### src/rtl/i2cm_pkg.sv
// ----------------------------------------------------------------------------
// i2cm_pkg
// Shared types and constants of the I2C master byte engine: command codes,
// pin step numbers of each command sequence, and the tick and state records.
// ----------------------------------------------------------------------------
package i2cm_pkg;

    // Command codes
    localparam logic [1:0] CMD_START = 2'd0;
    localparam logic [1:0] CMD_STOP  = 2'd1;
    localparam logic [1:0] CMD_WRITE = 2'd2;
    localparam logic [1:0] CMD_READ  = 2'd3;

    localparam logic [3:0] BITS_PER_BYTE     = 4'd8;
    localparam logic [7:0] PHASE_TICKS_RESET = 8'd10;

    // Step numbers; zero means idle
    localparam logic [3:0] STEP_IDLE  = 4'd0;
    localparam logic [3:0] STEP_FIRST = 4'd1;

    // Start sequence
    localparam logic [3:0] ST_SCL_REL = 4'd1;
    localparam logic [3:0] ST_LAST    = 4'd2;

    // Stop sequence
    localparam logic [3:0] SP_SDA_LOW = 4'd1;
    localparam logic [3:0] SP_SCL_REL = 4'd2;
    localparam logic [3:0] SP_LAST    = 4'd3;

    // Write sequence
    localparam logic [3:0] WR_SCL_LOW     = 4'd1;
    localparam logic [3:0] WR_SDA_BIT     = 4'd2;
    localparam logic [3:0] WR_SCL_REL     = 4'd3;
    localparam logic [3:0] WR_WAIT        = 4'd4;
    localparam logic [3:0] WR_ACK_SCL_LOW = 4'd5;
    localparam logic [3:0] WR_ACK_SDA_REL = 4'd6;
    localparam logic [3:0] WR_ACK_SCL_REL = 4'd7;
    localparam logic [3:0] WR_END_SCL_LOW = 4'd8;

    // Read sequence
    localparam logic [3:0] RD_SCL_LOW     = 4'd1;
    localparam logic [3:0] RD_SCL_REL     = 4'd2;
    localparam logic [3:0] RD_WAIT        = 4'd3;
    localparam logic [3:0] RD_ACK_SCL_LOW = 4'd4;
    localparam logic [3:0] RD_ACK_SDA     = 4'd5;
    localparam logic [3:0] RD_ACK_SCL_REL = 4'd6;
    localparam logic [3:0] RD_END_SCL_LOW = 4'd7;

    // One tick as it enters the engine
    typedef struct packed {
        logic       cmd_valid;
        logic [1:0] req_type;
        logic [7:0] tx_byte;
        logic       send_ack;
        logic       scl_in;
        logic       sda_in;
    } t_item;

    // Engine state; the drive and status fields are also the result
    typedef struct packed {
        logic [3:0] step;
        logic [7:0] tick;
        logic [3:0] bit_cnt;
        logic [7:0] shift;
        logic [1:0] cmd;
        logic       ack_choice;
        logic       scl_drive;
        logic       sda_drive;
        logic       ack_flag;
        logic [7:0] rx_hold;
    } t_state;

    // Last step of each command sequence
    function automatic logic [3:0] last_step(input logic [1:0] cmd);
        logic [3:0] last;
        case (cmd)
            CMD_START: last = ST_LAST;
            CMD_STOP:  last = SP_LAST;
            CMD_WRITE: last = WR_END_SCL_LOW;
            default:   last = RD_END_SCL_LOW;
        endcase
        return last;
    endfunction

endpackage

### src/rtl/i2cm_in_reg.sv
// ----------------------------------------------------------------------------
// i2cm_in_reg
// Input register: holds one tick until the engine takes it.
// ----------------------------------------------------------------------------
module i2cm_in_reg (
    input  logic            i_clk,
    input  logic            i_rst_n,
    input  logic            i_valid,
    output logic            o_ready,
    input  i2cm_pkg::t_item i_item,
    output logic            o_valid,
    input  logic            i_take,
    output i2cm_pkg::t_item o_item
);

    logic            r_valid;
    i2cm_pkg::t_item r_item;

    // Accept when empty or when the held tick leaves this cycle
    assign o_ready = !r_valid || i_take;

    always_ff @(posedge i_clk) begin
        if (!i_rst_n) begin
            r_valid <= 1'b0;
        end else if (o_ready) begin
            r_valid <= i_valid;
        end
    end

    // Load payload on each transfer
    always_ff @(posedge i_clk) begin
        if (i_valid && o_ready) begin
            r_item <= i_item;
        end
    end

    assign o_valid = r_valid;
    assign o_item  = r_item;

endmodule

### src/rtl/i2cm_step_logic.sv
// ----------------------------------------------------------------------------
// i2cm_step_logic
// Next-state logic for one tick: command pickup, delay and SCL wait phases,
// bit shifting, ack sampling and the pin action of each entered step.
// ----------------------------------------------------------------------------
module i2cm_step_logic (
    input  i2cm_pkg::t_state i_state,
    input  i2cm_pkg::t_item  i_item,
    input  logic [7:0]       i_phase_ticks,
    output i2cm_pkg::t_state o_state,
    output logic             o_done
);

    always_comb begin
        i2cm_pkg::t_state n_st;
        logic             enter;
        logic             in_wait;
        logic [3:0]       tgt;
        logic [3:0]       bit_inc;
        logic [7:0]       tick_inc;
        logic [7:0]       limit;

        n_st     = i_state;
        enter    = 1'b0;
        tgt      = i2cm_pkg::STEP_IDLE;
        o_done   = 1'b0;
        bit_inc  = i_state.bit_cnt + 4'd1;
        tick_inc = i_state.tick + 8'd1;
        limit    = (i_phase_ticks == 8'd0) ? 8'd1 : i_phase_ticks;
        in_wait  = (i_state.cmd == i2cm_pkg::CMD_WRITE && i_state.step == i2cm_pkg::WR_WAIT) ||
                   (i_state.cmd == i2cm_pkg::CMD_READ && i_state.step == i2cm_pkg::RD_WAIT);

        // Advance the phase
        if (i_state.step == i2cm_pkg::STEP_IDLE) begin
            if (i_item.cmd_valid) begin
                n_st.cmd        = i_item.req_type;
                n_st.shift      = (i_item.req_type == i2cm_pkg::CMD_WRITE) ?
                                  i_item.tx_byte : 8'd0;
                n_st.ack_choice = i_item.send_ack;
                n_st.bit_cnt    = 4'd0;
                enter           = 1'b1;
                tgt             = i2cm_pkg::STEP_FIRST;
            end
        end else if (in_wait) begin
            if (i_item.scl_in) begin
                if (i_state.cmd == i2cm_pkg::CMD_READ) begin
                    n_st.shift = {i_state.shift[6:0], i_item.sda_in};
                end else begin
                    n_st.shift = {i_state.shift[6:0], 1'b0};
                end
                n_st.bit_cnt = bit_inc;
                enter        = 1'b1;
                tgt          = (bit_inc >= i2cm_pkg::BITS_PER_BYTE) ?
                               (i_state.step + 4'd1) : i2cm_pkg::STEP_FIRST;
            end
        end else begin
            n_st.tick = tick_inc;
            if (tick_inc >= limit) begin
                if (i_state.cmd == i2cm_pkg::CMD_WRITE &&
                    i_state.step == i2cm_pkg::WR_ACK_SCL_REL) begin
                    n_st.ack_flag = !i_item.sda_in;
                end
                enter = 1'b1;
                tgt   = i_state.step + 4'd1;
            end
        end

        // Enter the next step: finish or apply its pin action
        if (enter) begin
            n_st.step = tgt;
            n_st.tick = 8'd0;
            if (tgt > i2cm_pkg::last_step(n_st.cmd)) begin
                if (n_st.cmd == i2cm_pkg::CMD_READ) begin
                    n_st.sda_drive = 1'b0;
                    n_st.rx_hold   = n_st.shift;
                end
                n_st.step = i2cm_pkg::STEP_IDLE;
                o_done    = 1'b1;
            end else begin
                case (n_st.cmd)
                    i2cm_pkg::CMD_START: begin
                        if (tgt == i2cm_pkg::ST_SCL_REL) begin
                            n_st.scl_drive = 1'b0;
                        end else begin
                            n_st.sda_drive = 1'b1;
                        end
                    end
                    i2cm_pkg::CMD_STOP: begin
                        if (tgt == i2cm_pkg::SP_SDA_LOW) begin
                            n_st.sda_drive = 1'b1;
                        end else if (tgt == i2cm_pkg::SP_SCL_REL) begin
                            n_st.scl_drive = 1'b0;
                        end else begin
                            n_st.sda_drive = 1'b0;
                        end
                    end
                    i2cm_pkg::CMD_WRITE: begin
                        case (tgt)
                            i2cm_pkg::WR_SCL_LOW:     n_st.scl_drive = 1'b1;
                            i2cm_pkg::WR_SDA_BIT:     n_st.sda_drive = !n_st.shift[7];
                            i2cm_pkg::WR_SCL_REL:     n_st.scl_drive = 1'b0;
                            i2cm_pkg::WR_ACK_SCL_LOW: n_st.scl_drive = 1'b1;
                            i2cm_pkg::WR_ACK_SDA_REL: n_st.sda_drive = 1'b0;
                            i2cm_pkg::WR_ACK_SCL_REL: n_st.scl_drive = 1'b0;
                            i2cm_pkg::WR_END_SCL_LOW: n_st.scl_drive = 1'b1;
                            default: ;
                        endcase
                    end
                    default: begin
                        case (tgt)
                            i2cm_pkg::RD_SCL_LOW:     n_st.scl_drive = 1'b1;
                            i2cm_pkg::RD_SCL_REL:     n_st.scl_drive = 1'b0;
                            i2cm_pkg::RD_ACK_SCL_LOW: n_st.scl_drive = 1'b1;
                            i2cm_pkg::RD_ACK_SDA:     n_st.sda_drive = n_st.ack_choice;
                            i2cm_pkg::RD_ACK_SCL_REL: n_st.scl_drive = 1'b0;
                            i2cm_pkg::RD_END_SCL_LOW: n_st.scl_drive = 1'b1;
                            default: ;
                        endcase
                    end
                endcase
            end
        end

        o_state = n_st;
    end

endmodule

### src/rtl/i2c_master_byte_engine_unit.sv
// ----------------------------------------------------------------------------
// i2c_master_byte_engine_unit
// Open-drain I2C master byte engine, one input transfer per bus timing tick.
// ----------------------------------------------------------------------------
// Each input transfer is one tick carrying the sampled SCL/SDA levels and an
// optional command (start, stop, write byte, read byte), taken only while
// idle. Every tick yields exactly one result transfer with the pin drives
// and status after that tick. The engine takes one tick per clock cycle
// when the result side keeps up; a tick is registered in the input register
// and then in the state register, which also serves as the result register.
// Delay phases last phase_ticks ticks (zero counts as one); after each data-bit
// SCL release the engine waits, with no timeout, for SCL to read high.
module i2c_master_byte_engine_unit (
    input  logic       i_clk,
    input  logic       i_rst_n,
    // configuration
    input  logic       i_cfg_valid,
    output logic       o_cfg_ready,
    input  logic [7:0] i_cfg_phase_ticks,
    // tick input
    input  logic       i_in_valid,
    output logic       o_in_ready,
    input  logic       i_cmd_valid,
    input  logic [1:0] i_req_type,
    input  logic [7:0] i_tx_byte,
    input  logic       i_send_ack,
    input  logic       i_scl_in,
    input  logic       i_sda_in,
    // result output
    output logic       o_out_valid,
    input  logic       i_out_ready,
    output logic       o_scl_pull_low,
    output logic       o_sda_pull_low,
    output logic       o_busy_res,
    output logic       o_done_res,
    output logic [7:0] o_rx_data,
    output logic       o_ack_seen
);

    logic [7:0]       r_phase_ticks;
    i2cm_pkg::t_item  in_item;
    i2cm_pkg::t_item  s1_item;
    logic             s1_valid;
    logic             advance;
    i2cm_pkg::t_state r_state;
    i2cm_pkg::t_state n_state;
    logic             n_done;
    logic             r_done;
    logic             r_out_valid;

    // Configuration register, always ready
    assign o_cfg_ready = 1'b1;

    always_ff @(posedge i_clk) begin
        if (!i_rst_n) begin
            r_phase_ticks <= i2cm_pkg::PHASE_TICKS_RESET;
        end else if (i_cfg_valid) begin
            r_phase_ticks <= i_cfg_phase_ticks;
        end
    end

    // Input register
    assign in_item = '{cmd_valid: i_cmd_valid, req_type: i_req_type, tx_byte: i_tx_byte,
                       send_ack: i_send_ack, scl_in: i_scl_in, sda_in: i_sda_in};

    i2cm_in_reg u_in_reg (
        .i_clk   (i_clk),
        .i_rst_n (i_rst_n),
        .i_valid (i_in_valid),
        .o_ready (o_in_ready),
        .i_item  (in_item),
        .o_valid (s1_valid),
        .i_take  (advance),
        .o_item  (s1_item)
    );

    // Step a tick when the result slot is free or being drained
    assign advance = s1_valid && (!r_out_valid || i_out_ready);

    i2cm_step_logic u_step (
        .i_state       (r_state),
        .i_item        (s1_item),
        .i_phase_ticks (r_phase_ticks),
        .o_state       (n_state),
        .o_done        (n_done)
    );

    // Hold state and result; update only on a stepped tick
    always_ff @(posedge i_clk) begin
        if (!i_rst_n) begin
            r_state     <= '0;
            r_done      <= 1'b0;
            r_out_valid <= 1'b0;
        end else begin
            if (advance) begin
                r_state <= n_state;
                r_done  <= n_done;
            end
            if (advance) begin
                r_out_valid <= 1'b1;
            end else if (i_out_ready) begin
                r_out_valid <= 1'b0;
            end
        end
    end

    assign o_out_valid    = r_out_valid;
    assign o_scl_pull_low = r_state.scl_drive;
    assign o_sda_pull_low = r_state.sda_drive;
    assign o_busy_res     = (r_state.step != i2cm_pkg::STEP_IDLE);
    assign o_done_res     = r_done;
    assign o_rx_data      = r_state.rx_hold;
    assign o_ack_seen     = r_state.ack_flag;

endmodule

### config.mk
export PLATFORM = sky130hd
export DESIGN_NAME = i2c_master_byte_engine_unit
export DESIGN_NICKNAME = d
export VERILOG_FILES = /design/src/rtl/i2cm_pkg.sv /design/src/rtl/i2cm_in_reg.sv /design/src/rtl/i2cm_step_logic.sv /design/src/rtl/i2c_master_byte_engine_unit.sv
export SDC_FILE = /design/constraint.sdc
export NUM_CORES = 1
export LEC_CHECK = 0
export BUFFER_PORTS_ARGS = -buffer_cell sky130_fd_sc_hd__clkbuf_2
export CAP_MARGIN = 15
export CORE_MARGIN = 4
export CORE_UTILIZATION = 37
export CTS_CLUSTER_SIZE = 24
export DETAILED_ROUTE_END_ITERATION = 8
export PLACE_DENSITY = 0.56
export SLEW_MARGIN = 20
export SYNTH_ARGS = -nofsm -noshare
export SYNTH_HDL_FRONTEND = slang
export SYNTH_HIERARCHICAL = 1
export SYNTH_SLANG_ARGS = --single-unit
### constraint.sdc
create_clock -name i_clk -period 9.7 [get_ports i_clk]
set_input_delay 1.94 -clock i_clk [delete_from_list [all_inputs] [get_ports i_clk]]
set_output_delay 1.94 -clock i_clk [all_outputs]
set_load 0.005 [all_outputs]
==> key figures, run 1 <==
Run status
  – Status: completed

Power and ir drop
  – Tot Pwr: 0.000580 W
  – Pwr/cell area: 135 mW/mm^2
  – Sequential fraction of design power: 48.6%
  – Switching Power: 0.000157 W
  – Net Sw Frac: 27.1%
  – Internal power: 0.000423 W
  – Clk pwr share: 40.0%
  – Leak Pwr: 1.79 nW
  – Worst VDD drop: 0.0796 mV
  – Logic pwr share: 11.4%

Clock tree
  – Htree depth: 3
  – CTS sink count: 63
  – CTS root buf: clkbuf_8
  – # hold bufs at CTS: 0
  – Postcts setup bufs: 0
  – Clock Path Buffers: 2
  – CTS resizes: 0
  – TritonCTS Buffers: 9
  – Clock transition at path regs: 80 ps
  – Worst-Skew Late Latency: 350 ps
  – CTS tree: done

Logic synthesis
  – Cell variety after synth: 58
  – Top FF cell, synth: dfxtp_1
  – Syn_area_per_cell: 8.89 sq um
  – Post-Syn Area: 0.00397 sq mm
  – Yosys reg bits: 63
  – Mapped Cells: 446
  – Fraction of registers with async set/reset: 0%
  – Number of synthesized flops with an enable pin: 14
  – Nets in the synthesized netlist: 489
  – Register area share after synthesis: 35.3%
  – Synth warnings: 6

Timing
  – Slew at the pin closest to its max-slew limit: 949 ps
  – Slew HR: 36.4%
  – TNS Setup: 0 ps
  – Clock Skew: 17.1 ps
  – Final setup vio count: 0
  – Tcrit/Tclk final: 46.5%
  – Final hold violations: 0
  – RSZ-0062 raised after global routing: false
  – Slew Limit Fails: 0
  – Final setup margin: 5190 ps
  – Minimum clock period: 4510 ps
  – F_max: 222 MHz

Setup path
  – Critical path, cell by cell: inv_1 -> ha_1 -> nand4bb_1 -> mux2i_1 -> inv_1 -> nand2_1 -> inv_1 -> ha_1 -> nor2b_1 -> o21ai_0 -> nand2b_1 -> a21oi_1 -> a41o_1 -> nor2b_1 -> nand2_2 -> mux2_2 -> nand2_1 -> mux2i_1
  – Setup Crit Path Kind: flip-flop to flip-flop
  – Worst-path maximum fanout: 18
  – Critical path's slowest cell: nand4bb_1
  – Most common cell on crit path: inv_1
  – Critical path capture point type: flip-flop
  – Crit start category: flip-flop
  – Crit path arrival time: 4710 ps
  – CP peak stage delay: 770 ps
  – CP required: 9900 ps

Global routing
  – Total gr overflow: 0
  – Number of global-route vias before repair: 3008
  – Largest net degree at the start of global routing: 89
  – Antenna violations before repair: 0
  – GRT Total Usage: 13.4%
  – Global-route wire length before repair: 13900 microns

Floorplan
  – Die area: 0.0124 sq mm
  – Die W: 112 microns
  – Floorplan row count: 37
  – Num ports: 43
  – Die Y: 112 microns
  – Initial Utilization: 38.2%
  – Core Region: 0.0104 sq mm

Flow run
  – Max Cap Viol: 0

Drt
  – DRT iter0 DRCs: 172
  – Final WL: 8260 microns
  – Antenna viol nets, final: 0
  – DR vias/cell: 5.07
  – Vias: 3087
  – Initial DRT Pass Iterations: 4
  – WL per Instance: 13.6 microns
  – # DRC: 0

Worst hold path
  – HP Class: flip-flop to flip-flop

Final layout
  – Fillers: 1048
  – Area Overhead vs Synth: 8.58%
  – Share of layout cells above drive strength 1: 17.1%
  – Final #Nets: 511
  – ANT cells: 0

Place
  – Placer congestion estimate: 0.823
  – IO buf count: 41
  – Dpl ws: 5250 ps
  – Detailed Place HPWL: 5730 microns
## state kept, by name, indices dropped and copies added, names as in the netlist
register,flops
o_rx_data,8
r_state,27
r_phase_ticks,8
o_scl_pull_low,1
o_out_valid,1
u_in_reg/o_valid,1
o_done_res,1
o_ack_seen,1
o_sda_pull_low,1
u_in_reg/o_item,14
## final timing paths
| path | to | startpoint | slack, ps | cells after the start |
|---|---|---|---|---|
| max | o_rx_data[1] | r_state[34] | 5190 | 18 |
| min | r_state[11] | r_state[11] | 460 | 2 |
| max reg2reg | o_rx_data[1] | r_state[34] | 5190 | 18 |
| min reg2reg | r_state[11] | r_state[11] | 460 | 2 |
## Yosys cell counts (2+ instances only)
| cell | number | share of area (%) |
|---|---|---|
| buf_6 | 3 | 0.85 |
| dfxtp_1 | 49 | 25 |
| mux2_2 | 9 | 2.6 |
| xor2_1 | 5 | 1.1 |
| o21a_1 | 2 | 0.38 |
| nand2b_1 | 3 | 0.47 |
| a21boi_0 | 2 | 0.38 |
| ha_1 | 16 | 5.0 |
| nor2b_1 | 11 | 1.7 |
| edfxtp_1 | 14 | 11 |
| a211oi_1 | 2 | 0.38 |
| buf_2 | 8 | 1.0 |
| inv_1 | 20 | 1.9 |
| clkbuf_1 | 8 | 0.76 |
| and3_1 | 7 | 1.1 |
| a21oi_1 | 9 | 1.1 |
| or4_1 | 2 | 0.38 |
| a31oi_1 | 2 | 0.32 |
| nor2_1 | 16 | 1.5 |
| nor3_1 | 3 | 0.38 |
| xnor2_1 | 11 | 2.4 |
| mux2i_1 | 53 | 13 |
| nand2_1 | 102 | 9.7 |
| a41o_1 | 2 | 0.50 |
| nand4_1 | 3 | 0.47 |
| nand3b_1 | 2 | 0.38 |
| nand3_1 | 15 | 1.9 |
| a221o_1 | 9 | 2.3 |
| buf_12 | 4 | 2.0 |
| and2_4 | 2 | 0.44 |
| o211ai_1 | 3 | 0.57 |
| o21ai_0 | 14 | 1.8 |
| buf_4 | 9 | 1.7 |
| and2_1 | 2 | 0.32 |
## routing by layer
metal	track usage (%)	routed length [microns]
met5	0	0
met4	6.08	221
met3	2.72	238
met2	21.0	3760
met1	17.8	4050
## per-stage QoR
stage               cell area (sq um)  hold WS [ps]  utilization, %  instances
floorplan                        3970           431               -        446
finish                           4310           463            41.5        609
global route                     4310           492            41.5        609
detailed placement               4110           456            39.6        593
CTS                              4310           469            41.5        609
global placement                 4110           440            39.6        593
## worst max-delay path: cells and delay by family (launching register included)
| family | cells | cell delay (ps) |
|---|---|---|
| AOI/OAI and AO/OA | 3 | 550 |
| adders and majority gates | 2 | 530 |
| muxes | 3 | 1110 |
| and+or+nand+nor | 7 | 1490 |
| buffers and inverters | 3 | 320 |
| DFF | 1 | 380 |
## cells in the final DEF, fill, tap and decap left out, types with 11 or more instances in the layout
| cell type | netlist | final |
|---|---|---|
| nand3_1 | 15 | 15 |
| mux2i_1 | 53 | 53 |
| inv_1 | 20 | 20 |
| nand2_1 | 102 | 102 |
| edfxtp_1 | 14 | 14 |
| dfxtp_1 | 49 | 49 |
| nor2_1 | 16 | 16 |
| o21ai_0 | 14 | 14 |
| ha_1 | 16 | 16 |
| nor2b_1 | 11 | 11 |
| clkbuf_2 | 0 | 41 |
| xnor2_1 | 11 | 11 |
## power groups by stage
stage / registers [W] / logic (W) / clock network (W)
finish: 0.000282 / 0.0000664 / 0.000232
global route: 0.000283 / 0.0000742 / 0.000249
CTS: 0.000282 / 0.0000673 / 0.000240
detailed placement: 0.000288 / 0.0000671 / 0
global placement: 0.000288 / 0.0000659 / 0
floorplan: 0.000286 / 0.0000565 / 0
## final cells by class
cell class / instances / area, sq um / share of cell area (%)
Tap cell: 136 / 170 / 3.95
Sequential cell: 63 / 1400 / 32.5
Clock buffer: 9 / 124 / 2.88
Multi-Input combinational cell: 331 / 2240 / 52.1
Clock inverter: 7 / 72.6 / 1.69
Timing Repair Buffer: 43 / 220 / 5.11
Inverter: 20 / 75.1 / 1.74
## kinds of logic (layout without fill, tap and decap cells)
group           Yosys count  in the layout  share of synthesized area [%]
compound gates           56             56                           10.3
simple gates            180            180                           21.5
mux                      62             62                           15.9
fa+ha+maj                16             16                           5.05
buf+inv                  52             79                           8.24
xor+xnor                 16             16                           3.53
flops                    63             63                           35.3
other cells               1              1                         0.0946
(Power assumes the default switching activity.)
==> run 2: changes to the inputs <==
ABC_AREA = 1   (was unset)
PLACE_DENSITY = 0.57   (was 0.56)
clock period = 3.6 ns   (was 9.7 ns; I/O delays follow)
==> key figures, run 2 <==
Run status
  – Status: completed

Setup path
  – Critical path's slowest cell: dfxtp_4
  – Crit path arrival time: 3770 ps
  – Most common cell on crit path: nand2_1
  – CP required: 3870 ps
  – Setup Crit Path Kind: flip-flop to flip-flop
  – CP peak stage delay: 370 ps
  – Worst-path maximum fanout: 8
  – Critical path capture point type: flip-flop
  – Crit path buffers/inverters: 5
  – Cell family with most CP delay: simple AND/OR/NAND/NOR gates
  – Crit start category: flip-flop

Final layout
  – ANT cells: 0
  – Multi-input logic area: 0.00236 sq mm
  – Fillers: 1100
  – Area Overhead vs Synth: 19.9%
  – FF+latch area: 0.00141 sq mm
  – Final #Nets: 710
  – Share of layout cells above drive strength 1: 23.2%
  – Largest register FFs: 27
  – Commonest cells after routing, fill and taps aside: nand2_1, inv_1, nor2_1
  – Most flop-heavy register: r_state
  – Most common cell after layout, fill and taps aside: nand2_1

Timing
  – F_max: 286 MHz
  – Final setup margin: 98.0 ps
  – Tcrit/Tclk final: 97.3%
  – Slew HR: 29.8%
  – Minimum clock period: 3500 ps
  – TNS Setup: 0 ps
  – RSZ-0062 raised after global routing: true
  – Final setup vio count: 0
  – Final hold violations: 0
  – Clock Skew: 6.72 ps
  – Slew Limit Fails: 0
  – Slew at the pin closest to its max-slew limit: 1050 ps

Clock tree
  – # hold bufs at CTS: 0
  – Worst-Skew Late Latency: 330 ps
  – CTS root buf: clkbuf_16
  – TritonCTS Buffers: 9
  – Htree depth: 3
  – CTS tree: done
  – Clock Path Buffers: 2
  – CTS sink count: 63
  – Clock transition at path regs: 50 ps

Flow run
  – Max Cap Viol: 0

Floorplan
  – Num ports: 43
  – Core Region: 0.0111 sq mm
  – Floorplan row count: 38
  – Die W: 115 microns
  – Die area: 0.0133 sq mm
  – Initial Utilization: 38.6%
  – Die Y: 115 microns

Drt
  – Vias: 3938
  – DRT iter0 DRCs: 228
  – DR vias/cell: 4.85
  – Antenna viol nets, final: 0
  – # DRC: 0
  – Initial DRT Pass Iterations: 4
  – WL per Instance: 12.2 microns
  – Final WL: 9940 microns

Logic synthesis
  – Yosys top cell area share: 23.0%
  – Most frequent cells after synthesis: nand2_1, inv_1, nor2_1
  – Cell variety after synth: 47
  – Yosys reg bits: 63
  – Most common cell in the synthesized netlist: nand2_1
  – Syn_area_per_cell: 6.83 sq um
  – Synth warnings: 6
  – Top FF cell, synth: dfxtp_1
  – Post-Syn Area: 0.00427 sq mm
  – Main area contributors after synthesis: dfxtp_1, nand2_1, edfxtp_1
  – Mapped Cells: 626
  – Nets in the synthesized netlist: 669
  – Yosys top cell by area: dfxtp_1
  – Fraction of registers with async set/reset: 0%
  – Register area share after synthesis: 32.8%
  – Number of synthesized flops with an enable pin: 14

Power and ir drop
  – Worst VDD drop: 0.222 mV
  – Leak Pwr: 2.43 nW
  – Pwr/cell area: 477 mW/mm^2
  – Tot Pwr: 0.00244 W

Global routing
  – GR Util met3: 2.72%
  – GRT Total Usage: 15.2%
  – Antenna violations before repair: 0
  – Met1 global-route usage: 23.1%
  – Number of global-route vias before repair: 3533
  – Global-route wire length before repair: 16500 microns
  – Met2 GRT Util: 21.6%
  – Total gr overflow: 0
  – Largest net degree at the start of global routing: 80
  – Busiest grt layer: met1

Place
  – Placer congestion estimate: 0.866
  – IO buf count: 41
  – Detailed Place HPWL: 6970 microns
  – Dpl ws: -16.0 ps

Worst hold path
  – HP Class: flip-flop to flip-flop
==> run 2: cell count changes in the layout (fill, tap and decap cells not counted), sizes merged, moves of 15 or more <==
| cell | delta |
|---|---|
| o21ai | +15 |
| nor2 | +64 |
| nand3 | +54 |
| mux2i | -52 |
| a21oi | +46 |
| buf | +21 |
| nand2 | +19 |
| inv | +93 |
==> run 2: metrics by stage <==
| step | cells | hold slack, ps | utilization [%] | area [sq um] |
|---|---|---|---|---|
| after CTS | 806 | 486 | 44.4 | 4920 |
| after floorplan | 626 | 444 | - | 4290 |
| after global routing | 812 | 511 | 46.2 | 5120 |
| after detailed placement | 790 | 472 | 41.5 | 4600 |
| after global placement | 790 | 456 | 41.5 | 4600 |
| final | 812 | 479 | 46.2 | 5120 |
==> run 2: layout make-up <==
class	instances	share of cell area, %
Clock buffer	9	4.40
Clock inverter	7	1.86
Inverter	113	8.43
Multi-Input combinational cell	415	46.2
Sequential cell	63	27.6
Tap cell	140	3.42
Timing Repair Buffer	65	8.18
==> run 2: tightest hold or removal path, stage by stage, from the launching register on <==
cell and delay [ps]:
dfxtp_1 320, a21oi_1 40, nor2_1 80
==> run 2: kinds of logic after synthesis <==
group	Yosys count	share of synthesized area (%)
AO/OA/AOI/OAI	106	15.5
XOR/XNOR	9	1.84
adder cells (fa/ha/maj)	16	4.69
buffers and inverters	148	15.4
flip-flops	63	32.8
multiplexers	1	0.234
other	1	0.0878
AND/OR/NAND/NOR	282	29.5
==> run 2: routing by layer <==
layer / wire, microns / up-vias
li1: - / 2075
met1: 5240 / 1774
met2: 4130 / 81
met3: 448 / 8
met4: 122 / 0
met5: 0 / -
==> run 2: worst paths after layout <==
path	startpoint	endpoint	slack [ps]	cells after the start
worst max register to register	r_state[26]	o_rx_data[3]	100	26
worst max-delay path	r_state[26]	o_rx_data[3]	100	26
worst min register to register	r_state[11]	r_state[11]	480	2
worst min-delay path	r_state[11]	r_state[11]	480	2
==> run 2: report_power, final <==
group          switching, W  internal [W]  leakage [nW]
Combinational      0.000416      0.000276          1.73
Sequential        0.0000445      0.000782         0.541
Clock              0.000320      0.000606         0.156
==> run 2: timing repair <==
action,4_1_cts,5_1_grt
gates resized for setup,2,43
gates cloned,0,1
endpoints found under the setup margin,8,10
buffers inserted,0,5
pin swaps,0,21
